[config.mk]
export PLATFORM = sky130hd
export DESIGN_NAME = prime_field_square_root
export DESIGN_NICKNAME = d
export VERILOG_FILES = /design/src/rtl/pfsr_pkg.sv /design/src/rtl/pfsr_modmul.sv /design/src/rtl/prime_field_square_root.sv
export SDC_FILE = /design/constraint.sdc
export NUM_CORES = 2
export LEC_CHECK = 0
export BUFFER_PORTS_ARGS = -buffer_cell sky130_fd_sc_hd__buf_4
export CORE_ASPECT_RATIO = 1.75
export CORE_MARGIN = 1
export CORE_UTILIZATION = 50
export DETAILED_ROUTE_END_ITERATION = 7
export GPL_ROUTABILITY_DRIVEN = 0
export PLACE_DENSITY = 0.66
export SLEW_MARGIN = 30
export SYNTH_ARGS = -nofsm -noshare
export SYNTH_HDL_FRONTEND = slang
export SYNTH_SLANG_ARGS = --single-unit
export TNS_END_PERCENT = 5
[constraint.sdc]
create_clock -name clk -period 8.5 [get_ports clk]
set_input_delay 0.425 -clock clk [delete_from_list [all_inputs] [get_ports clk]]
set_output_delay 0.425 -clock clk [all_outputs]
set_load 0.02 [all_outputs]
[src/rtl/pfsr_pkg.sv]
// shared constants and types for the prime field square root block
package pfsr_pkg;

  localparam int DEFAULT_WIDTH = 64;

  // register reset values; modulus and root of unity at full 64-bit width
  localparam logic [63:0] MODULUS_RESET = 64'h1FFF_FFFF_FFFF_FFFF;
  localparam logic [63:0] ROOT_UNITY_RESET = 64'd1;
  localparam logic [5:0]  ADICITY_RESET = 6'd1;

  // configuration register indexes
  localparam logic [1:0] CFG_MODULUS = 2'd0;
  localparam logic [1:0] CFG_ROOT_UNITY = 2'd1;
  localparam logic [1:0] CFG_ADICITY = 2'd2;

  // request to the modular multiply unit
  typedef struct packed {
    logic start;
    logic reduce;   // reduce y modulo m instead of x*y
  } mm_req_t;

  // status back from the modular multiply unit
  typedef struct packed {
    logic busy;
    logic done;     // one-cycle pulse, result valid
  } mm_stat_t;

endpackage

[src/rtl/pfsr_modmul.sv]
// bit-serial modular multiply and reduce unit built on one add/compare/subtract
module pfsr_modmul #(
  parameter int WIDTH = pfsr_pkg::DEFAULT_WIDTH
) (
  input  logic               clk,
  input  logic               rst,
  input  pfsr_pkg::mm_req_t  req,
  input  logic [WIDTH-1:0]   x,
  input  logic [WIDTH-1:0]   y,
  input  logic [WIDTH-1:0]   m,
  output pfsr_pkg::mm_stat_t stat,
  output logic [WIDTH-1:0]   result
);
  import pfsr_pkg::*;

  localparam int CW = $clog2(WIDTH + 1);

  logic [WIDTH-1:0] r;
  logic [WIDTH-1:0] xr;
  logic [WIDTH-1:0] yr;
  logic [CW-1:0]    cnt;
  logic             phase;
  logic             busy;
  logic             done;
  logic             reduce;

  logic [WIDTH:0]   sum;
  logic [WIDTH:0]   diff;
  logic [WIDTH-1:0] r_next;
  logic             cin;
  logic             last;

  // one modular add per cycle: r + (r or x) + carry-in, minus m when not below m
  always_comb begin
    cin    = reduce & ~phase & yr[WIDTH-1];
    sum    = {1'b0, r} + {1'b0, (phase ? xr : r)} + {{WIDTH{1'b0}}, cin};
    diff   = sum - {1'b0, m};
    r_next = (sum >= {1'b0, m}) ? diff[WIDTH-1:0] : sum[WIDTH-1:0];
    last   = (cnt == CW'(1));
  end

  always_ff @(posedge clk) begin
    if (rst) begin
      busy <= 1'b0;
      done <= 1'b0;
    end else begin
      done <= 1'b0;
      if (req.start && !busy) begin
        busy <= 1'b1;
      end else if (busy) begin
        if (phase || reduce || !yr[WIDTH-1]) begin
          if (last) begin
            busy <= 1'b0;
            done <= 1'b1;
          end
        end
      end
    end
  end

  always_ff @(posedge clk) begin
    if (req.start && !busy) begin
      r      <= '0;
      xr     <= x;
      yr     <= y;
      cnt    <= CW'(WIDTH);
      phase  <= 1'b0;
      reduce <= req.reduce;
    end else if (busy) begin
      r <= r_next;
      if (!phase && !reduce && yr[WIDTH-1]) begin
        phase <= 1'b1;
      end else begin
        phase <= 1'b0;
        yr    <= yr << 1;
        cnt   <= cnt - CW'(1);
      end
    end
  end

  assign stat.busy = busy;
  assign stat.done = done;
  assign result    = r;

endmodule

[src/rtl/prime_field_square_root.sv]
// top level of the prime field square root block: sequencer and registers
// Square root in GF(p). One value transfer in gives one (root, is_square) transfer
// out; the block takes one item at a time and in_ready is low while it works.
// All arithmetic runs on a single bit-serial modular multiplier that does one
// modular add per cycle: a multiply doubles once per bit of its second operand
// and adds once more per set bit. Reducing the input and the root of unity runs
// the multiplier in reduce mode. For p = 3 mod 4 an item needs one exponentiation
// plus one multiply, roughly 1.5*WIDTH multiplies in all. Otherwise two
// exponentiations, three multiplies and about f*f/2 + 3f/2 further multiplies for
// the Tonelli-Shanks loop, f the two-adicity.
// Modulus below three returns root 0, is_square 0 in the cycle after the transfer;
// a value that reduces to zero returns root 0, is_square 1 after the reduction.
// Configuration writes are always taken (cfg_ready stays high) and must only
// come while the block is idle. Register indexes: 0 modulus, 1 root of unity,
// 2 two-adicity (low six bits); index 3 is ignored.
module prime_field_square_root #(
  parameter int WIDTH = pfsr_pkg::DEFAULT_WIDTH
) (
  input  logic             clk,
  input  logic             rst,
  input  logic             in_valid,
  output logic             in_ready,
  input  logic [WIDTH-1:0] value,
  output logic             out_valid,
  input  logic             out_ready,
  output logic [WIDTH-1:0] root,
  output logic             is_square,
  input  logic             cfg_valid,
  output logic             cfg_ready,
  input  logic [1:0]       cfg_index,
  input  logic [WIDTH-1:0] cfg_data
);
  import pfsr_pkg::*;

  localparam int CW = $clog2(WIDTH + 1);

  typedef enum logic [13:0] {
    S_IDLE  = 14'b00000000000001,
    S_RED_A = 14'b00000000000010,
    S_POW_Q = 14'b00000000000100,
    S_POW_M = 14'b00000000001000,
    S_CSQ   = 14'b00000000010000,
    S_RED_U = 14'b00000000100000,
    S_T1A   = 14'b00000001000000,
    S_T1B   = 14'b00000010000000,
    S_CA    = 14'b00000100000000,
    S_INNER = 14'b00001000000000,
    S_FIXC  = 14'b00010000000000,
    S_SQT3  = 14'b00100000000000,
    S_FIXT1 = 14'b01000000000000,
    S_DONE  = 14'b10000000000000
  } state_t;

  // which exponentiation is running
  typedef enum logic [1:0] {
    POW_ROOT34 = 2'd0,   // value^((p+1)/4)
    POW_LEG    = 2'd1,   // legendre symbol
    POW_T0     = 2'd2    // value^(odd part of p-1, halved)
  } pow_id_t;

  state_t  state;
  pow_id_t pid;

  // configuration registers
  logic [WIDTH-1:0] modulus;
  logic [WIDTH-1:0] root_of_unity;
  logic [5:0]       two_adicity;

  // working registers
  logic [WIDTH-1:0] a;
  logic [WIDTH-1:0] pr;
  logic [WIDTH-1:0] pb;
  logic [WIDTH-1:0] pe;
  logic [CW-1:0]    pcnt;
  logic [WIDTH-1:0] c;
  logic [WIDTH-1:0] t1;
  logic [WIDTH-1:0] t2;
  logic [WIDTH-1:0] t3;
  logic [5:0]       j;
  logic [5:0]       icnt;
  logic             launched;

  // multiplier hookup
  mm_req_t          mreq;
  mm_stat_t         mstat;
  logic [WIDTH-1:0] mx;
  logic [WIDTH-1:0] my;
  logic [WIDTH-1:0] mres;
  logic             op_state;

  // helpers
  logic             fix;
  logic [WIDTH-1:0] t1_upd;
  logic [5:0]       j_next;
  logic [WIDTH-1:0] exp_34;
  logic [WIDTH-1:0] exp_leg;
  logic [WIDTH-1:0] exp_t0;
  logic [WIDTH-1:0] neg_c;

  assign cfg_ready = 1'b1;
  assign in_ready  = (state == S_IDLE);
  assign out_valid = (state == S_DONE);

  always_ff @(posedge clk) begin
    if (rst) begin
      modulus       <= MODULUS_RESET[WIDTH-1:0];
      root_of_unity <= ROOT_UNITY_RESET[WIDTH-1:0];
      two_adicity   <= ADICITY_RESET;
    end else if (cfg_valid && cfg_ready) begin
      unique case (cfg_index)
        CFG_MODULUS:    modulus <= cfg_data;
        CFG_ROOT_UNITY: root_of_unity <= cfg_data;
        CFG_ADICITY:    two_adicity <= cfg_data[5:0];
        default: ;
      endcase
    end
  end

  always_comb begin
    op_state = !(state == S_IDLE || state == S_DONE);
    fix      = (t2 != WIDTH'(1));
    t1_upd   = fix ? mres : t1;
    j_next   = j - 6'd1;
    exp_34   = (modulus >> 2) + WIDTH'(1);
    exp_leg  = (modulus - WIDTH'(1)) >> 1;
    exp_t0   = (modulus >> two_adicity) >> 1;
    neg_c    = modulus - c;
  end

  // operand selection for the shared multiplier
  always_comb begin
    mreq.start  = op_state && !launched;
    mreq.reduce = 1'b0;
    mx          = c;
    my          = c;
    unique case (state)
      S_RED_A: begin
        mreq.reduce = 1'b1;
        my          = a;
      end
      S_RED_U: begin
        mreq.reduce = 1'b1;
        my          = root_of_unity;
      end
      S_POW_Q: begin
        mx = pr;
        my = pr;
      end
      S_POW_M: begin
        mx = pr;
        my = pb;
      end
      S_T1A: begin
        mx = pr;
        my = pr;
      end
      S_T1B: begin
        mx = t1;
        my = a;
      end
      S_CA: begin
        mx = pr;
        my = a;
      end
      S_INNER: begin
        mx = t2;
        my = t2;
      end
      S_FIXC: begin
        mx = c;
        my = t3;
      end
      S_SQT3: begin
        mx = t3;
        my = t3;
      end
      S_FIXT1: begin
        mx = t1;
        my = t3;
      end
      default: ;
    endcase
  end

  pfsr_modmul #(
    .WIDTH(WIDTH)
  ) u_modmul (
    .clk    (clk),
    .rst    (rst),
    .req    (mreq),
    .x      (mx),
    .y      (my),
    .m      (modulus),
    .stat   (mstat),
    .result (mres)
  );

  // control state
  always_ff @(posedge clk) begin
    if (rst) begin
      state    <= S_IDLE;
      launched <= 1'b0;
    end else begin
      if (mreq.start) begin
        launched <= 1'b1;
      end
      if (mstat.done) begin
        launched <= 1'b0;
      end
      unique case (state)
        S_IDLE: begin
          if (in_valid) begin
            state <= (modulus < WIDTH'(3)) ? S_DONE : S_RED_A;
          end
        end
        S_DONE: begin
          if (out_ready) begin
            state <= S_IDLE;
          end
        end
        default: begin
          if (mstat.done) begin
            unique case (state)
              S_RED_A: begin
                state <= (mres == '0) ? S_DONE : S_POW_Q;
              end
              S_POW_Q, S_POW_M: begin
                if (state == S_POW_Q && pe[WIDTH-1]) begin
                  state <= S_POW_M;
                end else if (pcnt != CW'(1)) begin
                  state <= S_POW_Q;
                end else begin
                  unique case (pid)
                    POW_ROOT34: state <= S_CSQ;
                    POW_LEG:    state <= S_POW_Q;
                    POW_T0:     state <= S_RED_U;
                    default:    state <= S_RED_U;
                  endcase
                end
              end
              S_CSQ:   state <= S_DONE;
              S_RED_U: state <= S_T1A;
              S_T1A:   state <= S_T1B;
              S_T1B:   state <= S_CA;
              S_CA: begin
                // loop count comes straight from the register, j loads at this edge
                if (two_adicity > 6'd1) begin
                  state <= (two_adicity == 6'd2) ? S_FIXC : S_INNER;
                end else begin
                  state <= S_DONE;
                end
              end
              S_INNER: state <= (icnt == 6'd1) ? S_FIXC : S_INNER;
              S_FIXC:  state <= S_SQT3;
              S_SQT3:  state <= S_FIXT1;
              S_FIXT1: begin
                if (j_next > 6'd1) begin
                  state <= (j_next == 6'd2) ? S_FIXC : S_INNER;
                end else begin
                  state <= S_DONE;
                end
              end
              default: state <= S_IDLE;
            endcase
          end
        end
      endcase
    end
  end

  // datapath registers
  always_ff @(posedge clk) begin
    unique case (state)
      S_IDLE: begin
        if (in_valid) begin
          a         <= value;
          root      <= '0;
          is_square <= 1'b0;
        end
      end
      default: begin
        if (mstat.done) begin
          unique case (state)
            S_RED_A: begin
              a <= mres;
              if (mres == '0) begin
                root      <= '0;
                is_square <= 1'b1;
              end else begin
                pr   <= WIDTH'(1);
                pb   <= mres;
                pcnt <= CW'(WIDTH);
                if (modulus[1:0] == 2'b11) begin
                  pe  <= exp_34;
                  pid <= POW_ROOT34;
                end else begin
                  pe  <= exp_leg;
                  pid <= POW_LEG;
                end
              end
            end
            S_POW_Q, S_POW_M: begin
              if (state == S_POW_Q && pe[WIDTH-1]) begin
                pr <= mres;
              end else if (pcnt != CW'(1)) begin
                pr   <= mres;
                pe   <= pe << 1;
                pcnt <= pcnt - CW'(1);
              end else begin
                unique case (pid)
                  POW_ROOT34: c <= mres;
                  POW_LEG: begin
                    // legendre done, start the odd-part power
                    is_square <= (mres == WIDTH'(1));
                    pr        <= WIDTH'(1);
                    pe        <= exp_t0;
                    pcnt      <= CW'(WIDTH);
                    pid       <= POW_T0;
                  end
                  default: pr <= mres;
                endcase
              end
            end
            S_CSQ: begin
              is_square <= (mres == a);
              root      <= c;
            end
            S_RED_U: t3 <= mres;
            S_T1A:   t1 <= mres;
            S_T1B:   t1 <= mres;
            S_CA: begin
              c    <= mres;
              j    <= two_adicity;
              t2   <= t1;
              icnt <= two_adicity - 6'd2;
              root <= mres[0] ? (modulus - mres) : mres;
            end
            S_INNER: begin
              t2   <= mres;
              icnt <= icnt - 6'd1;
            end
            S_FIXC: begin
              if (fix) begin
                c <= mres;
              end
            end
            S_SQT3: t3 <= mres;
            S_FIXT1: begin
              t1   <= t1_upd;
              t2   <= t1_upd;
              j    <= j_next;
              icnt <= j_next - 6'd2;
              root <= c[0] ? neg_c : c;
            end
            default: ;
          endcase
        end
      end
    endcase
  end

  // the multiplier is only started when it is free
  a_start_free: assert property (@(posedge clk) disable iff (rst)
    mreq.start |-> !mstat.busy)
    else $error("multiplier started while busy");

  // a finished multiply always belongs to a launched operation
  a_done_launched: assert property (@(posedge clk) disable iff (rst)
    mstat.done |-> launched && op_state)
    else $error("multiplier result with no pending operation");

  // no input is taken while a result is waiting
  a_one_item: assert property (@(posedge clk) disable iff (rst)
    !(in_ready && out_valid))
    else $error("input ready while result pending");

  // a modulus below three gives root 0 and never reports a square
  a_small_mod: assert property (@(posedge clk) disable iff (rst)
    (in_valid && in_ready && modulus < WIDTH'(3)) |=> out_valid && !is_square && root == '0)
    else $error("small modulus result wrong");

endmodule
Yosys cells after proc, flatten, opt, wreduce, memory -nomap -nowiden
Index checks and enable logic that the tools add are counted.
{ "word_totals": {"ff_bits": 950} }
{ "op_classes": {"mux": 80, "bitwise": 8, "reduce_logical": 57, "n_lt_le_gt_ge": 4, "add_sub_neg": 13, "n_eq_ne": 41, "shift": 1} }
{ "op_table": {"columns": ["operator", "count"], "rows": [
  ["64-bit two-way mux", 27],
  ["64-bit one-hot mux with 2 select lines", 4],
  ["64-bit one-hot mux with 4 select lines", 2],
  ["64-bit one-hot mux with 3 select lines", 2],
  ["64-bit one-hot mux with 6 select lines", 1],
  ["64-bit subtractor", 3],
  ["14-bit one-hot mux with 11 select lines", 1],
  ["14-bit two-way mux", 7],
  ["64-bit by 64-bit adder with 65-bit output", 1],
  ["65-bit by 1-bit adder with 65-bit output", 1],
  ["65-bit by 64-bit greater-or-equal comparator with 1-bit output", 1],
  ["64-bit by 1-bit equality test with 1-bit output, second input constant", 1],
  ["64-bit equality test", 1],
  ["64-bit zero test", 1],
  ["64-bit by 2-bit less-than comparator with 1-bit output, second input constant", 1],
  ["64-bit by 1-bit != test with 1-bit output, second input constant", 1],
  ["64-bit by 6-bit right shift with 64-bit output", 1],
  ["64-bit by 1-bit subtractor with 64-bit output, second input constant", 1],
  ["62-bit by 1-bit adder with 63-bit output, second input constant", 1],
  ["63-bit two-way mux", 1],
  ["11-bit two-way mux", 3],
  ["7-bit two-way mux", 4],
  ["14-bit one-hot mux with 2 select lines", 1],
  ["6-bit one-hot mux with 2 select lines", 2],
  ["54 further kinds", 135]
]} }

Depth between registers and ports, before layout
{ "logic_depth": {"word_depth": 7, "ltp_mapped": 32, "ltp_nobuf": 27} }

Modules after synthesis
From an unflattened synthesis, not the netlist that was laid out.
{ "hier_totals": {"hier_cells": 7481, "hier_area_um2": 66338.6} }
{ "by_module_without_submodules": {"columns": ["module", "instances", "cells_each", "seq_area_each_um2", "area_per_inst_um2"], "rows": [
  ["prime_field_square_root", 1, 5540, 20940.1, 50164.4],
  ["pfsr_modmul", 1, 1941, 5355.1, 16174.3]
]} }

Worst setup path before layout
No wires, ideal clock.
{ "synth_path": {"path_type": "register to register", "from": "register state[0]", "to": "register a[0], enable pin", "setup_slack_ps": 1396, "path_buffers": 2, "arrival_ps": 6529, "required_ps": 7925, "path_stages_with_launch": 9, "period_less_slack_ps": 7104, "path_cell_list": "dfxtp_1 -> clkbuf_1 -> nor3_1 -> nor4b_1 -> nand2_1 -> or3_1 -> or3b_2 -> clkbuf_1 -> o21ai_0"} }
{ "synth_via": {"elab_chain_cells": 3} }
{ "synth_lines": {"columns": ["element", "line", "text"], "rows": [
  ["from (decl)", "prime_field_square_root.sv:61", "state_t state;"],
  ["from (signal assigned)", "prime_field_square_root.sv:213", "state <= (modulus < WIDTH'(3)) ? S_DONE : S_RED_A;"],
  ["from (signal assigned)", "prime_field_square_root.sv:225", "state <= (mres == '0) ? S_DONE : S_POW_Q;"],
  ["from (signal assigned)", "prime_field_square_root.sv:248", "state <= (two_adicity == 6'd2) ? S_FIXC : S_INNER;"],
  ["14-bit by 1-bit equality test with 1-bit output / 14-bit by 2-bit equality test with 1-bit output (equally long branches)", "prime_field_square_root.sv:273, prime_field_square_root.sv:283", null],
  ["2-bit != test (no source line) / 2-bit nonzero test (equally long branches)", null, null],
  ["3-bit AND reduction (no source line) *", null, null],
  ["to (signal assigned)", "prime_field_square_root.sv:276", "a <= value;"],
  ["to (signal assigned)", "prime_field_square_root.sv:285", "a <= mres;"],
  ["to (decl)", "prime_field_square_root.sv:70", "logic [WIDTH-1:0] a;"]
]} }
Mark *: on every way between the ends. The rest lies on a longest branch, timed or not.
A chain may end at the register's enable or synchronous reset.

Final worst setup path
{ "layout_path": {"from": "register u_modmul.phase", "to": "register u_modmul.r[4] (netlist: u_modmul.result[4])"} }
{ "layout_via": {"elab_chain_cells": 6} }
{ "layout_lines": {"columns": ["element", "line", "text"], "rows": [
  ["from (decl)", "pfsr_modmul.sv:22", "logic phase;"],
  ["from (signal assigned)", "pfsr_modmul.sv:67", "phase <= 1'b0;"],
  ["from (signal assigned)", "pfsr_modmul.sv:72", "phase <= 1'b1;"],
  ["from (signal assigned)", "pfsr_modmul.sv:74", "phase <= 1'b0;"],
  ["branches (longest 3 deep; another with 64-bit by 64-bit adder with 65-bit output)", null, null],
  ["65-bit by 1-bit adder with 65-bit output *", "pfsr_modmul.sv:36", "sum = {1'b0, r} + {1'b0, (phase ? xr : r)} + {{WIDTH{1'b0}}, cin};"],
  ["64-bit subtractor / 65-bit by 64-bit greater-or-equal comparator with 1-bit output (equally long branches)", "pfsr_modmul.sv:37, pfsr_modmul.sv:38", null],
  ["64-bit two-way mux *", "pfsr_modmul.sv:38", "r_next = (sum >= {1'b0, m}) ? diff[WIDTH-1:0] : sum[WIDTH-1:0];"],
  ["to (signal assigned)", "pfsr_modmul.sv:70", "r <= r_next;"],
  ["to (decl)", "pfsr_modmul.sv:18", "logic [WIDTH-1:0] r;"]
]} }
Every way passes the cells marked *.

==> parameters.txt <==
Parameter                              Value

Flow run
  Number of violations of the max-capacitance limit    0

Global route
  Wire length of the first global-routing pass    437 mm
  Remaining global-route overflow    0
  Largest net degree at the start of global routing    128
  Number of antenna violations at the first check in global routing    35
  Number of global-route vias before repair    61000
  Global-route usage over all layers    46.7%

Layout
  Post-synthesis to final-layout area growth    11.5%
  Area occupied by multi-input gates    36200 µm²
  Layout Nets    7724
  Seq. cell area    26300 µm²
  Total non-filler cell area in the finished layout    73000 µm²
  Filler-free cell count of the finished design    9096
  Filler instances    11600
  Layout cells sized above 1    11.3%

Synthesis
  Syn avg cell area    8.92 µm²
  Proportion of synthesized chip area in sequential cells    40.2%
  Async SR Flop Fraction    0%
  Top-count cell post-synth    nand2_1
  Most used DFF post-synth    edfxtp_1
  Cell type with the highest aggregate area in the netlist    edfxtp_1
  Fraction of post-synthesis cell area in the top cell type by area    33.4%
  Summed instance area of the synthesized netlist    65400 µm²
  Post-synth EDFFs    727
  Synthesized netlist net count    7742
  Synthesized netlist cell count    7337
  Number of distinct library cell variants in the gate-level netlist after synthesis    88
  Leading cell types by total area after synthesis    edfxtp_1 33%, dfxtp_1 6.8%, nand2_1 5.9%
  Commonest cells in the netlist    1021 x nand2_1, 727 x edfxtp_1, 655 x o21ai_0
  Syn. warnings    0
  Seq cells post-synth    950

Place
  Placed cells    8816
  Total placed instance area    68600 µm²
  Post-DP HPWL    229 mm
  PortBufs    201
  Post-placement worst setup slack    1110 ps

Critical path
  Reg-to-reg critical path startpoint    u_modmul.phase
  Critical-path top delay cell    dfxtp_4
  Path length in cells of the critical path    24
  Register-to-register setup slack    710 ps
  Critical Path AT    8440 ps
  Most common cell type on the critical path    o21ai_0
  Top delay family on crit path    compound AO/OA/AOI/OAI gates
  Depth of the worst register-to-register path    24
  Cells along the critical path    buf_4 -> o21ai_0 -> ha_1 -> nand2_1 -> o311a_1 -> o21ai_0 -> a31oi_1 -> or3_1 -> o211ai_1 -> a31o_2 -> o21ai_0 -> xnor2_1 -> ha_1 -> nand4_1 -> nor4_1 -> nand3_1 -> o221ai_1 -> a21oi_1 -> o41ai_4 -> buf_4 -> buf_12 -> o21ai_0 -> o211ai_1 -> o21ai_0
  Category of the most critical setup path    reg -> reg
  Sum of buffers and inverters on the critical path    3
  Kind of end point of the critical path    flip-flop
  Worst path max stage delay    660 ps
  Data required time of the worst path    9150 ps
  Startpoint type of the worst setup path    flip-flop
  Biggest fanout along the worst timing path    77
  Destination of the worst register-to-register timing path    u_modmul.result[4]

STA
  Fin crit share    91.7%
  Final worst-path setup slack    706 ps
  Final worst clock skew    46.3 ps
  Slew Limit Fails    0
  Worst-case hold slack    -5.57 ps
  Final critical path time including I/O delays and setup    7790 ps
  Total Negative Setup Slacks    0 ps
  Endpoints failing hold    3
  Transition time of the tightest slew-check pin    1190 ps
  Max_slew headroom    18.7%
  RSZ-0062 raised after global routing    false
  # setup viols final    0
  Fmax    128 MHz

Clock network
  Clock transition at the register clock pins on the worst setup and hold paths after CTS    70 ps
  Longest Clk Path Bufs    3
  Htree depth    3
  Number of buffers created by CTS    90
  Count of clock tree sinks    950
  Buffer type at the clock tree root    clkbuf_16
  Source-to-sink clock delay at the later pin of the worst-skew pair    790 ps
  Clock tree from TritonCTS    done

Route
  Average via count per standard cell    7.30
  DRC violations left    56
  Pre-Repair DR Iteration Count    8
  Remaining antenna violation count    0
  Overall routed net length    316 mm
  Per-cell routed wire length    34.7 µm
  Drt first-iter violations    12800
  Number of vias in the routed layout    66400

Min path
  Origin of the worst min-delay path    value[59]
  Worst-case hold path end point    a[59]
  Type of the tightest min-delay check    in -> reg
  Count of cells along the worst hold path    3

Run status
  Result of the run    finished, violations left
  Violated checks    design-rule violations, negative hold slack

Floorplan
  Total die area    132000 µm²
  Count of standard-cell rows    175
  Std-Cell Core Area    130000 µm²
  Initial cell density of the core    50.4%
  Die boundary height    481 µm
  Number of ports placed on the die boundary    203
  Chip Width    275 µm

Power
  Leakage    26.8 nW
  Worst supply voltage drop on vdd    0.000615 V
  Cell Pwr Density    340 nW/µm²
[cell usage in the layout (no fill, tap or decap), drive strengths merged, types with 45 or more instances in the layout]
cell         instances
a211o               70
a211oi              58
a21o               161
a21oi              523
a222oi             144
a22oi              106
a31oi              129
and2                82
buf                385
clkbuf             112
dfxtp              223
dlygate4sd3         87
edfxtp             727
ha                 265
inv                268
mux2               142
mux2i              132
mux4                45
nand2             1021
nand3              139
nand4              165
nor2               479
nor3                93
nor4                89
o211ai              94
o21ai              658
o21bai              55
xnor2              247
xor2                92
[metrics by stage]
| step | power (W) | hold slack [ps] | util, % |
|---|---|---|---|
| floorplan | 0.0148 | 436 | - |
| global placement | 0.0190 | 442 | 52.7 |
| detailed placement | 0.0191 | 446 | 52.8 |
| CTS | 0.0239 | 5.75 | 56.1 |
| global route | 0.0255 | 20.6 | 56.2 |
| finish | 0.0248 | -5.57 | 56.2 |
[cells by family after synthesis]
logic type / synth area share, %
fa+ha+maj: 5.22
mux: 6.03
buf+inv: 4.96
other cells: 0.00573
simple gates: 16.6
compound gates: 22.5
flops: 40.2
xor+xnor: 4.54
[timing repair]
action / in CTS / in global routing
gates resized for setup: 0 / 0
hold buffers: 87 / 0
endpoints found under the setup margin: 0 / 0
setup buffers: 0 / 0
endpoints found under the hold margin: 129 / 0
[how the worst max path moves through the flow]
stage	startpoint	to	slack, ps
5_1_grt	u_modmul.phase	u_modmul.result[41]	370
3_3_place_gp	u_modmul.result[1]	u_modmul.result[4]	1190
2_1_floorplan	state[0]	a[0]	1400
6_report	u_modmul.phase	u_modmul.result[4]	710
3_5_place_dp	u_modmul.result[1]	u_modmul.result[4]	1110
4_1_cts	u_modmul.result[1]	u_modmul.result[41]	1040
[final cells by class]
class / count / share of cell area [%]
multi-input cells: 5536 / 49.7
flip-flops and latches: 950 / 36.1
repair buffers: 472 / 5.30
clock buffers: 112 / 3.36
well taps: 1681 / 2.88
inverters: 269 / 1.39
clock inverters: 56 / 1.28
diodes: 20 / 0.0686
[layer usage]
| layer | share of wire [%] | track usage (%) | up-vias |
|---|---|---|---|
| li1 | - | - | 27400 |
| met1 | 31 | 53.2 | 31200 |
| met2 | 42 | 69.0 | 6075 |
| met3 | 15 | 17.3 | 1675 |
| met4 | 11 | 39.5 | 24 |
| met5 | 0.060 | 0.259 | - |
[power by group]
group | switching, W | internal (W)
Combinational | 0.00897 | 0.00410
Sequential | 0.000743 | 0.00622
Clock | 0.00203 | 0.00274
Total | 0.0118 | 0.0131
[worst register-to-register path, stage by stage (launching register included)]
cell and delay [ps]:
dfxtp_4 660, buf_4 570, o21ai_0 210, ha_1 460, nand2_1 190, o311a_1 390, o21ai_0 120, a31oi_1 190
or3_1 390, o211ai_1 630, a31o_2 310, o21ai_0 110, xnor2_1 180, ha_1 630, nand4_1 180, nor4_1 610
nand3_1 340, o221ai_1 270, a21oi_1 110, o41ai_4 70, buf_4 190, buf_12 300, o21ai_0 310, o211ai_1 130
o21ai_0 100
(Power assumes the default switching activity.)
